File: config.mk
export PLATFORM = sky130hd
export DESIGN_NAME = joystick_drive_command_decoder_unit
export DESIGN_NICKNAME = d
export VERILOG_FILES = /design/src/rtl/jdcd_pkg.sv /design/src/rtl/joystick_drive_command_decoder_unit.sv /design/src/rtl/jdcd_frame.sv /design/src/rtl/jdcd_drive.sv
export VERILOG_INCLUDE_DIRS = /design/src /design/src/rtl
export SDC_FILE = /design/constraint.sdc
export NUM_CORES = 1
export LEC_CHECK = 0
export BUFFER_PORTS_ARGS = -buffer_cell sky130_fd_sc_hd__buf_2
export CORE_MARGIN = 2
export CORE_UTILIZATION = 40
export DETAILED_ROUTE_END_ITERATION = 10
export PLACE_DENSITY = 0.55
export SLEW_MARGIN = 20
export SYNTH_ARGS = -nofsm -noshare
export SYNTH_HDL_FRONTEND = slang
export SYNTH_SLANG_ARGS = --single-unit
File: constraint.sdc
create_clock -name clock -period 9.5 [get_ports clock]
set_input_delay 1.9 -clock clock [delete_from_list [all_inputs] [get_ports clock]]
set_output_delay 1.9 -clock clock [all_outputs]
set_load 0.01 [all_outputs]
File: src/rtl/joystick_drive_command_decoder_unit_assert.svh
// Assertion macros used by the decoder RTL.
`ifndef JOYSTICK_DRIVE_COMMAND_DECODER_UNIT_ASSERT_SVH
`define JOYSTICK_DRIVE_COMMAND_DECODER_UNIT_ASSERT_SVH

// Same-cycle implication, checked outside reset.
`define JDCD_ASSERT_NOW(label, clk, rst, ante, cons, msg) \
   label: assert property (@(posedge clk) disable iff (rst) (ante) |-> (cons)) \
      else $error(msg);

// Next-cycle implication, checked outside reset.
`define JDCD_ASSERT_NEXT(label, clk, rst, ante, cons, msg) \
   label: assert property (@(posedge clk) disable iff (rst) (ante) |=> (cons)) \
      else $error(msg);

`endif

File: src/rtl/jdcd_pkg.sv
package jdcd_pkg;

   localparam int COORD_BITS_DEF = 10;

   localparam int MAP_OFFSET = 98;
   localparam int DUTY_MAX   = 100;

   localparam logic [2:0] SEP_LIMIT = 3'd4;
   localparam logic [2:0] SEP_VALID = 3'd3;

   localparam logic [7:0] CHAR_ZERO   = 8'h30;
   localparam logic [7:0] CHAR_NINE   = 8'h39;
   localparam logic [7:0] CHAR_END    = 8'h24;  // '$'
   localparam logic [7:0] CHAR_ARM_ON = 8'h41;  // 'A'
   localparam logic [7:0] CHAR_ARM_OFF = 8'h42; // 'B'

   typedef enum logic [1:0] {
      DIR_STOP = 2'd0,
      DIR_FWD  = 2'd1,
      DIR_REV  = 2'd2
   } dir_type;

   typedef struct packed {
      logic done;       // byte was the frame terminator
      logic err;        // terminator with a bad separator count
      logic apply;      // terminator of a well-formed frame
      logic brush_on;
      logic brush_off;
   } frame_evt_type;

endpackage

File: src/rtl/joystick_drive_command_decoder_unit.sv
// Path: an accepted req is held in the input register, then moves into the result register.
// Throughput: one item per cycle; the single decode pass from the input register
// into the frame and drive registers sets that rate, and rsp_ready back-pressure stalls it.
// Reset (synchronous, active high) clears the frame parser, stops both wheels,
// sets duties to zero, turns brushes and fan off and empties both registers.
module joystick_drive_command_decoder_unit #(
   parameter int COORD_BITS = jdcd_pkg::COORD_BITS_DEF
) (
   input  logic       clock,
   input  logic       reset,
   input  logic       req_valid,
   output logic       req_ready,
   input  logic [7:0] req_rx_byte,
   output logic       rsp_valid,
   input  logic       rsp_ready,
   output logic [1:0] rsp_drive_dir,
   output logic [6:0] rsp_left_duty,
   output logic [6:0] rsp_right_duty,
   output logic       rsp_side_brushes_on,
   output logic       rsp_fan_on,
   output logic       rsp_frame_done,
   output logic       rsp_frame_error
);
   import jdcd_pkg::*;

   `include "joystick_drive_command_decoder_unit_assert.svh"

   logic                  in_valid_ff, in_valid_in;
   logic [7:0]            byte_ff, byte_in;
   logic                  rsp_valid_ff, rsp_valid_in;
   logic                  done_ff, done_in;
   logic                  err_ff, err_in;
   logic                  advance;
   frame_evt_type         evt;
   logic [COORD_BITS-1:0] x_coord, y_coord;
   dir_type               drive_dir;

   jdcd_frame #(.COORD_BITS(COORD_BITS)) u_frame (
      .clock   (clock),
      .reset   (reset),
      .step    (advance),
      .rx_byte (byte_ff),
      .evt     (evt),
      .x_coord (x_coord),
      .y_coord (y_coord)
   );

   jdcd_drive #(.COORD_BITS(COORD_BITS)) u_drive (
      .clock      (clock),
      .reset      (reset),
      .step       (advance),
      .evt        (evt),
      .x_coord    (x_coord),
      .y_coord    (y_coord),
      .drive_dir  (drive_dir),
      .left_duty  (rsp_left_duty),
      .right_duty (rsp_right_duty),
      .brush_on   (rsp_side_brushes_on),
      .fan_on     (rsp_fan_on)
   );

   // item moves from the input register into the result register
   assign advance   = in_valid_ff && (!rsp_valid_ff || rsp_ready);
   assign req_ready = !in_valid_ff || advance;

   always_comb begin
      byte_in      = byte_ff;
      in_valid_in  = in_valid_ff;
      rsp_valid_in = rsp_valid_ff;
      done_in      = done_ff;
      err_in       = err_ff;
      if (advance) begin
         in_valid_in = 1'b0;
      end
      if (req_valid && req_ready) begin
         byte_in     = req_rx_byte;
         in_valid_in = 1'b1;
      end
      if (rsp_ready) begin
         rsp_valid_in = 1'b0;
      end
      if (advance) begin
         rsp_valid_in = 1'b1;
         done_in      = evt.done;
         err_in       = evt.err;
      end
   end

   always_ff @(posedge clock) begin
      if (reset) begin
         in_valid_ff  <= 1'b0;
         rsp_valid_ff <= 1'b0;
      end else begin
         in_valid_ff  <= in_valid_in;
         rsp_valid_ff <= rsp_valid_in;
      end
      byte_ff <= byte_in;
      done_ff <= done_in;
      err_ff  <= err_in;
   end

   assign rsp_valid       = rsp_valid_ff;
   assign rsp_drive_dir   = drive_dir;
   assign rsp_frame_done  = done_ff;
   assign rsp_frame_error = err_ff;

   `JDCD_ASSERT_NOW(a_err_needs_done, clock, reset, rsp_valid && rsp_frame_error,
      rsp_frame_done, "frame_error without frame_done")
   `JDCD_ASSERT_NOW(a_duty_range, clock, reset, rsp_valid,
      (rsp_left_duty <= 7'd100) && (rsp_right_duty <= 7'd100), "duty above 100")
   `JDCD_ASSERT_NOW(a_stop_zero, clock, reset, drive_dir == DIR_STOP,
      (rsp_left_duty == 7'd0) && (rsp_right_duty == 7'd0), "stopped with nonzero duty")
   `JDCD_ASSERT_NOW(a_brush_fan, clock, reset, 1'b1,
      rsp_side_brushes_on == rsp_fan_on, "brushes and fan disagree")
   `JDCD_ASSERT_NEXT(a_stall_holds, clock, reset, rsp_valid && !rsp_ready,
      $stable(drive_dir) && $stable(rsp_left_duty) && $stable(rsp_frame_done),
      "result changed while stalled")

endmodule

File: src/rtl/jdcd_frame.sv
module jdcd_frame #(
   parameter int COORD_BITS = jdcd_pkg::COORD_BITS_DEF
) (
   input  logic                    clock,
   input  logic                    reset,
   input  logic                    step,
   input  logic [7:0]              rx_byte,
   output jdcd_pkg::frame_evt_type evt,
   output logic [COORD_BITS-1:0]   x_coord,
   output logic [COORD_BITS-1:0]   y_coord
);
   import jdcd_pkg::*;

   localparam logic [COORD_BITS-1:0] COORD_MAX = {COORD_BITS{1'b1}};

   logic [2:0]            sep_count_ff, sep_count_in;
   logic [COORD_BITS-1:0] x_ff, x_in;
   logic [COORD_BITS-1:0] y_ff, y_in;
   logic                  is_digit;
   logic [3:0]            digit;
   logic [2:0]            sep_next;

   function automatic logic [COORD_BITS-1:0] acc_digit(input logic [COORD_BITS-1:0] acc,
                                                       input logic [3:0] d);
      logic [COORD_BITS+3:0] n;
      n = ({4'b0, acc} << 3) + ({4'b0, acc} << 1) + {{COORD_BITS{1'b0}}, d};
      if (n > {4'b0, COORD_MAX}) begin
         return COORD_MAX;
      end
      return n[COORD_BITS-1:0];
   endfunction

   always_comb begin
      is_digit = (rx_byte >= CHAR_ZERO) && (rx_byte <= CHAR_NINE);
      digit    = rx_byte[3:0];  // '0'..'9' are 0x30..0x39
      x_in     = x_ff;
      y_in     = y_ff;
      sep_next = sep_count_ff;
      if (is_digit) begin
         if (sep_count_ff == 3'd1) begin
            x_in = acc_digit(x_ff, digit);
         end else if (sep_count_ff == 3'd2) begin
            y_in = acc_digit(y_ff, digit);
         end
      end else if (sep_count_ff < SEP_LIMIT) begin
         sep_next = sep_count_ff + 3'd1;
      end
      sep_count_in = sep_next;

      evt.done      = (rx_byte == CHAR_END);
      evt.apply     = evt.done && (sep_next == SEP_VALID);
      evt.err       = evt.done && (sep_next != SEP_VALID);
      evt.brush_on  = (rx_byte == CHAR_ARM_ON);
      evt.brush_off = (rx_byte == CHAR_ARM_OFF);

      if (evt.done || evt.brush_on || evt.brush_off) begin
         sep_count_in = '0;
         x_in         = '0;
         y_in         = '0;
      end
   end

   // terminator is not a digit, so the stored coordinates are the final ones
   assign x_coord = x_ff;
   assign y_coord = y_ff;

   always_ff @(posedge clock) begin
      if (reset) begin
         sep_count_ff <= '0;
         x_ff         <= '0;
         y_ff         <= '0;
      end else if (step) begin
         sep_count_ff <= sep_count_in;
         x_ff         <= x_in;
         y_ff         <= y_in;
      end
   end

endmodule

File: src/rtl/jdcd_drive.sv
module jdcd_drive #(
   parameter int COORD_BITS = jdcd_pkg::COORD_BITS_DEF
) (
   input  logic                    clock,
   input  logic                    reset,
   input  logic                    step,
   input  jdcd_pkg::frame_evt_type evt,
   input  logic [COORD_BITS-1:0]   x_coord,
   input  logic [COORD_BITS-1:0]   y_coord,
   output jdcd_pkg::dir_type       drive_dir,
   output logic [6:0]              left_duty,
   output logic [6:0]              right_duty,
   output logic                    brush_on,
   output logic                    fan_on
);
   import jdcd_pkg::*;

   localparam int W = COORD_BITS + 3;

   dir_type           dir_ff, dir_in;
   logic [6:0]        left_ff, left_in;
   logic [6:0]        right_ff, right_in;
   logic              brush_ff, brush_in;
   logic              fan_ff, fan_in;
   logic signed [W-1:0] xm, ym;
   logic              x_pos, x_neg, y_pos, y_neg;

   function automatic logic [6:0] clamp_pct(input logic signed [W-1:0] v);
      if (v[W-1]) begin
         return 7'd0;
      end
      if (v > $signed(W'(DUTY_MAX))) begin
         return 7'(DUTY_MAX);
      end
      return v[6:0];
   endfunction

   always_comb begin
      xm    = $signed({2'b0, x_coord, 1'b0}) - $signed(W'(MAP_OFFSET));
      ym    = $signed({2'b0, y_coord, 1'b0}) - $signed(W'(MAP_OFFSET));
      x_neg = xm[W-1];
      y_neg = ym[W-1];
      x_pos = !x_neg && (xm != '0);
      y_pos = !y_neg && (ym != '0);

      dir_in   = dir_ff;
      left_in  = left_ff;
      right_in = right_ff;
      brush_in = brush_ff;
      fan_in   = fan_ff;

      if (evt.apply) begin
         if (x_pos && y_neg) begin
            dir_in   = DIR_FWD;
            left_in  = clamp_pct(-ym);
            right_in = clamp_pct(-ym - xm);
         end else if (x_pos && y_pos) begin
            dir_in   = DIR_REV;
            left_in  = clamp_pct(ym);
            right_in = clamp_pct(ym - xm);
         end else if (x_neg && y_pos) begin
            dir_in   = DIR_REV;
            left_in  = clamp_pct(ym + xm);
            right_in = clamp_pct(ym);
         end else if (x_neg && y_neg) begin
            dir_in   = DIR_FWD;
            left_in  = clamp_pct(xm - ym);
            right_in = clamp_pct(-ym);
         end else if (!x_pos && !x_neg && !y_pos && !y_neg) begin
            dir_in   = DIR_STOP;
            left_in  = '0;
            right_in = '0;
         end
         // one axis centered: drive holds
      end

      if (evt.brush_on) begin
         brush_in = 1'b1;
         fan_in   = 1'b1;
      end else if (evt.brush_off) begin
         brush_in = 1'b0;
         fan_in   = 1'b0;
      end
   end

   always_ff @(posedge clock) begin
      if (reset) begin
         dir_ff   <= DIR_STOP;
         left_ff  <= '0;
         right_ff <= '0;
         brush_ff <= 1'b0;
         fan_ff   <= 1'b0;
      end else if (step) begin
         dir_ff   <= dir_in;
         left_ff  <= left_in;
         right_ff <= right_in;
         brush_ff <= brush_in;
         fan_ff   <= fan_in;
      end
   end

   assign drive_dir  = dir_ff;
   assign left_duty  = left_ff;
   assign right_duty = right_ff;
   assign brush_on   = brush_ff;
   assign fan_on     = fan_ff;

endmodule
Word-level counts from Yosys, hierarchy flattened
Index checks and enable logic that the tools add are counted.

operators by class
  add/subtract/negate cells = 12
  reduce and logical (&&, ||, !) cells = 37
  mux-type cells = 145
  order comparisons = 11
  eq/ne operators = 8

operator list
  cell                                                                                 count
  7-bit 2-to-1 mux                                                                     37
  10-bit 2-to-1 mux                                                                    11
  1-bit 2-to-1 mux                                                                     89
  13-bit by 8-bit > comparator with 1-bit output, second input constant                6
  13-bit subtractor                                                                    3
  13-bit by 11-bit adder with 14-bit output                                            2
  14-bit by 4-bit adder with 14-bit output                                             2
  14-bit by 10-bit > comparator with 1-bit output, second input constant               2
  13-bit nonzero test                                                                  2
  11-bit by 7-bit subtractor with 12-bit output, second input constant                 2
  8-bit by 7-bit equality test with 1-bit output, second input constant                2
  1-bit logical AND                                                                    14
  13-bit adder                                                                         1
  13-bit negator                                                                       1
  2-bit nonzero test                                                                   6
  2-bit 2-to-1 mux                                                                     5
  3-bit 2-to-1 mux                                                                     3
  8-bit by 6-bit equality test with 1-bit output, second input constant                1
  8-bit by 6-bit greater-or-equal comparator with 1-bit output, second input constant  1
  8-bit by 6-bit less-or-equal comparator with 1-bit output, second input constant     1
  3-bit by 2-bit equality test with 1-bit output, second input constant                2
  1-bit zero test                                                                      6
  3-bit AND reduction                                                                  2
  5-bit nonzero test                                                                   1
  8 further kinds                                                                      11

storage, ports and cells
  bits in registers = 52
  output and inout bits = 22
  bits of input ports = 12
  logic and storage cells = 225

Longest topological paths before layout
  word-level depth = 20
  mapped depth = 19
  mapped depth without buffers = 17

Cells and area by module
Synthesis repeated with hierarchy kept, for this count alone.

second synthesis, totals
  cells, all modules = 895
  area total of the unflattened synthesis = 7255.7 um^2

modules (own cells, without submodules)
  module                               cells an instance  area an instance (um^2)  seq. area each (um^2)  instances
  jdcd_drive                           602                4334.2                   300.3                  1
  jdcd_frame                           273                2517.4                   460.4                  1
  joystick_drive_command_decoder_unit  20                 404.1                    340.3                  1

Worst setup path before layout
No wires, ideal clock.

  path kind = reg-to-reg
  from = register u_frame.y_ff[0], in the netlist u_frame.y_coord[0]
  to = register u_drive.right_ff[5], in the netlist u_drive.right_duty[5]
  required time = 9.384 ns
  setup time = 0.116 ns
  buffers on the path = 3
  data arrival time = 3.990 ns
  setup slack = 5.394 ns
  period minus slack after synthesis = 4.106 ns
  stages on the path, launching flop included = 19
  path through = dfxtp_1 > buf_2 > inv_1 > ha_1 > buf_2 > or3b_1 > xnor2_1 > inv_1 > ha_1 > buf_4 > nor3b_1 > a2111oi_0 > o211ai_1 > xor2_1 > o31ai_1 > nand4b_1 > o21bai_1 > nand4_1 > o211a_1

between the ends
  longest elaborated chain between the ends = 16
  elaborated cells on any way between the ends = 76
  those cells by class = add/sub: 4; order compare: 4; mux: 56; reduce/logical: 12

ends and longest elaborated chain
  element                                                                  line              RTL
  start, declared                                                          jdcd_frame.sv:18  logic [COORD_BITS-1:0] y_ff, y_in;
  start signal, assigned                                                   jdcd_frame.sv:75  y_ff <= y_in;
  11-bit by 7-bit subtractor with 12-bit output (*)                        jdcd_drive.sv:40  ym = $signed({2'b0, y_coord, 1'b0}) - $signed(W'(MAP_OFFSET));
  parallel branches: the longest is 15 deep, another holds 13-bit negator  n/a
  end signal, assigned                                                     jdcd_drive.sv:96  right_ff <= right_in;
  end, declared                                                            jdcd_drive.sv:22  logic [6:0] right_ff, right_in;

Every way passes the cells marked *. The select of a mux whose other input is x is not followed.
A chain may end at the register's enable or synchronous reset.

Worst setup path in the final report
  from = register u_frame.y_ff[0], in the netlist u_frame.y_coord[0]
  to = register u_drive.left_ff[4], in the netlist u_drive.left_duty[4]

between the ends
  longest elaborated chain between the ends = 16
  elaborated cells on any way between the ends = 76
  those cells by class = add/sub: 4; order compare: 4; mux: 56; reduce/logical: 12

ends and longest elaborated chain
  element                                            line              RTL
  11-bit by 7-bit subtractor with 12-bit output (*)  jdcd_drive.sv:40
  13-bit subtractor                                  jdcd_drive.sv:67  left_in = clamp_pct(xm - ym);
  13-bit by 8-bit > comparator with 1-bit output     jdcd_drive.sv:32  if (v > $signed(W'(DUTY_MAX))) begin
  1-bit 2-to-1 mux (2 in series)                     jdcd_drive.sv:32
  1-bit 2-to-1 mux                                   jdcd_drive.sv:65  end else if (x_neg && y_neg) begin
  1-bit 2-to-1 mux                                   jdcd_drive.sv:61  end else if (x_neg && y_pos) begin
  1-bit 2-to-1 mux                                   jdcd_drive.sv:57  end else if (x_pos && y_pos) begin
  1-bit 2-to-1 mux                                   jdcd_drive.sv:53  if (x_pos && y_neg) begin
  1-bit 2-to-1 mux                                   jdcd_drive.sv:52  if (evt.apply) begin
  7-bit 2-to-1 mux                                   jdcd_drive.sv:35  return v[6:0];
  7-bit 2-to-1 mux                                   jdcd_drive.sv:32
  7-bit 2-to-1 mux                                   jdcd_drive.sv:65
  7-bit 2-to-1 mux                                   jdcd_drive.sv:61
  7-bit 2-to-1 mux                                   jdcd_drive.sv:57
  7-bit 2-to-1 mux                                   jdcd_drive.sv:53
  end signal, assigned                               jdcd_drive.sv:95  left_ff <= left_in;
  end, declared                                      jdcd_drive.sv:21  logic [6:0] left_ff, left_in;

Mark *: on every way between the ends. The rest lies on a longest branch, timed or not. The select of a mux whose other input is x is not followed.

==> results.cfg <==
[pwr]
net-switching-power_uw = 127
p_seq_share_pct = 45.7
p_clk_share_pct = 43.9
cellPowerDensity_nw_per_um2 = 67.9
power_leakage_uw = 0.00318
intPower_uw = 364
switching_share_pct = 25.8
vdd_drop_max_mv = 0.0718
combPwrFrac_pct = 10.3

[yosys]
ys.warnings.count = 0
avgSynthCellArea_um2 = 7.75
synth_most_common_cell = ha_1
synth_seq_area_share_pct = 16.2
syn-instance-count = 874
yosysTopAreaCellShare_pct = 16.6
synth_edf_count = 10
ys_seq_elements = 50
synth_area_leaders = ha_1 17%, dfxtp_1 12%, o21ai_0 4.8%
synth-async-reset-ratio_pct = 0
yosys.cell_types.count = 94
synth_top_area_cell = ha_1
synth_common_cells = 90 x ha_1, 76 x nor2_1, 65 x o21ai_0, 64 x inv_1, 52 x a21oi_1
synthesis.area_um2 = 6780
synth_ff_type = dfxtp_1

[layout]
n_fill_cell = 1771
area_growth_pct = 6.50
multi_input_area_um2 = 5240
regArea_um2 = 1100
antenna_cells = 0
drive_above_1_share_pct = 8.50
finish.instance_area_um2 = 7220
layout.nets = 991

[timing]
setup_viol = 0
fin_skew_ns = 0.00743
fin_crit_ns = 5.34
worst_pin_slew_ns = 0.904
period_share_pct = 56.2
max_freq_mhz = 187
hold_viol = 0
slew_headroom_pct = 39.6
fin_setup_tns_ns = 0
rsz0062_at_grt = false
slew_viol_final = 0

[global_route]
use_met3_pct = 2.57
grt_most_used_layer = met2
grt_use_met1_pct = 29.9
antenna_found_initial = 0
grt_pass1_vias = 6105
use_met2_pct = 37.4
grt_use_total_pct = 22.4
grt_overflow = 0
grt_pass1_wl_mm = 32.4
grt_max_degree = 24

[setup_path]
critPathCapture = u_drive.left_duty[4]
worstPathBufferInverterCount = 2
rr_endpoint = u_drive.left_duty[4]
max_stage_delay_ns = 0.61
cp_top_family = simple AND/OR/NAND/NOR gates
reg2reg_slack_ns = 4.16
cp.required_ns = 9.74
worstPathMaxFanout = 22
cpMaxStageDelayCell = a2111oi_0
cp.depth = 15
critPathLaunch = u_frame.y_coord[0]
crit_chain = inv_1, ha_1, or3b_1, xnor2_1, inv_1, ha_1, nor3_1, a2111oi_1, xnor2_1, a311oi_1, a2111oi_0, and4_1, nor3b_1, nor3b_1, o21ai_1
timing.rr.start = u_frame.y_coord[0]
critical_path_arrival_ns = 5.58
startpoint_type = flip-flop
worst-setup-path-type = reg2reg
ff2ff_path_depth = 15
crit_path_end_kind = flip-flop

[die]
ios = 34
core_um2 = 16600
die-area_um2 = 18000
fp.dieW_um = 134
rows = 47
fp.dieH_um = 134
initial_core_util_pct = 40.9

[route]
drc = 0
drt_first_pass_iters = 5
wl_per_cell_um = 18.0
drt-vias-per-instance = 5.85
antenna_left = 0
drtIter0Drc = 471
routed_wl_mm = 19.9
dr_total_vias = 6444

[cts]
clkSinkCount = 50
path_clk_slew_ns = 0.07
hold_buffers = 0
ctsResizeCount = 0
clock_latency_ns = 0.30
post_cts_buffers = 0
htreeDepth = 2
max-clock-path-buffers = 2
cts_tree = yes
cts_root_buf = clkbuf_16
cts_made_buffers = 5

[place]
gp_congestion = 0.872
placed_area_um2 = 7050
dpl.hpwl_mm = 15.7
io_buffer_count = 31

[min_path]
hold_class = reg2reg

[flow_run]
maxCapViolations = 0

[outcome]
status = finished, final reports clean
## worst reg2reg max path: cells and delay by family (launching register included)
kind	cells	cell delay, ns
xor gates and xnor gates	2	0.55
DFF	1	0.58
adders and majority gates	2	1.07
AOI/OAI and AO/OA	4	1.28
buffers and inverters	2	0.41
and+or+nand+nor	5	1.37
## logic make-up after synthesis
family / count (synthesis) / synth area share [%]
multiplexers: 5 / 0.739
flip-flops: 50 / 16.2
AO/OA/AOI/OAI: 278 / 28.1
buffers and inverters: 103 / 6.48
adder cells (fa/ha/maj): 98 / 19.0
other: 1 / 0.0553
XOR/XNOR: 46 / 5.95
AND/OR/NAND/NOR: 293 / 23.4
## how the worst min path moves through the flow
stage | start | end | cells after the start
6_report | u_drive.left_duty[4] | u_drive.left_duty[4] | 2
2_1_floorplan | u_drive.left_duty[6] | u_drive.left_duty[6] | 2
5_1_grt | u_drive.left_duty[4] | u_drive.left_duty[4] | 2
4_1_cts | u_drive.left_duty[4] | u_drive.left_duty[4] | 2
3_5_place_dp | u_drive.fan_on | u_drive.fan_on | 2
3_3_place_gp | u_drive.left_duty[4] | u_drive.left_duty[4] | 2
## power by group through the flow
stage | Combinational (uW) | Clock [uW] | Sequential, uW
2_1_floorplan | 36.3 | 0 | 228
3_3_place_gp | 49.9 | 0 | 229
3_5_place_dp | 49.6 | 0 | 229
4_1_cts | 50.0 | 217 | 224
5_1_grt | 56.1 | 226 | 225
6_report | 50.7 | 215 | 224
## cell usage in the layout (no fill, tap or decap), drive strengths merged, types with 6 or more instances in the layout
cell type	count
nand2	52
nor2b	14
buf	34
dfxtp	40
o211ai	17
a2111oi	6
nand4	9
edfxtp	10
or2	10
nand3b	6
a21oi	52
or3	9
nor3	26
and3	7
nor3b	11
nand3	24
a31oi	9
xor2	15
o31ai	8
o21bai	7
nor2	76
ha	90
nand2b	6
and2	14
nor4	9
o311ai	6
a211oi	13
o21a	6
a21boi	6
o21ai	74
a21o	14
inv	67
fa	8
xnor2	31
## metrics by stage
| step | utilization [%] | hold slack, ns | total power, uW | setup WS, ns | instances |
|---|---|---|---|---|---|
| final | 43.5 | 0.479 | 490 | 4.16 | 1102 |
| after floorplan | - | 0.472 | 264 | 5.39 | 875 |
| after global placement | 42.5 | 0.466 | 279 | 4.35 | 1094 |
| after detailed placement | 42.5 | 0.476 | 279 | 4.26 | 1094 |
| after global routing | 43.5 | 0.505 | 506 | 3.70 | 1102 |
| after CTS | 43.5 | 0.486 | 491 | 4.24 | 1102 |
## sequential cells by signal, summed over array words and instances (netlist names)
register              cells
u_frame.x_coord          10
rsp_frame_error           1
rsp_valid                 1
rsp_frame_done            1
u_frame.sep_count_ff      3
u_frame.y_coord          10
u_drive.left_duty         6
byte_ff                   8
in_valid_ff               1
u_drive.drive_dir         2
u_drive.right_duty        6
u_drive.fan_on            1
## layer usage
| layer | share of wire [%] | vias to the layer above |
|---|---|---|
| met5 | 0 | - |
| met4 | 3.0 | 0 |
| met3 | 3.9 | 30 |
| met2 | 47 | 153 |
| met1 | 46 | 3022 |
| li1 | - | 3239 |
## cell type report
cell class,count,share of cell area (%)
Multi-Input combinational cell,722,72.6
Clock buffer,5,1.73
Inverter,68,3.54
Clock inverter,3,0.589
Timing Repair Buffer,34,2.46
Tap cell,220,3.81
Sequential cell,50,15.3
Power figures use the tool's default switching activity.
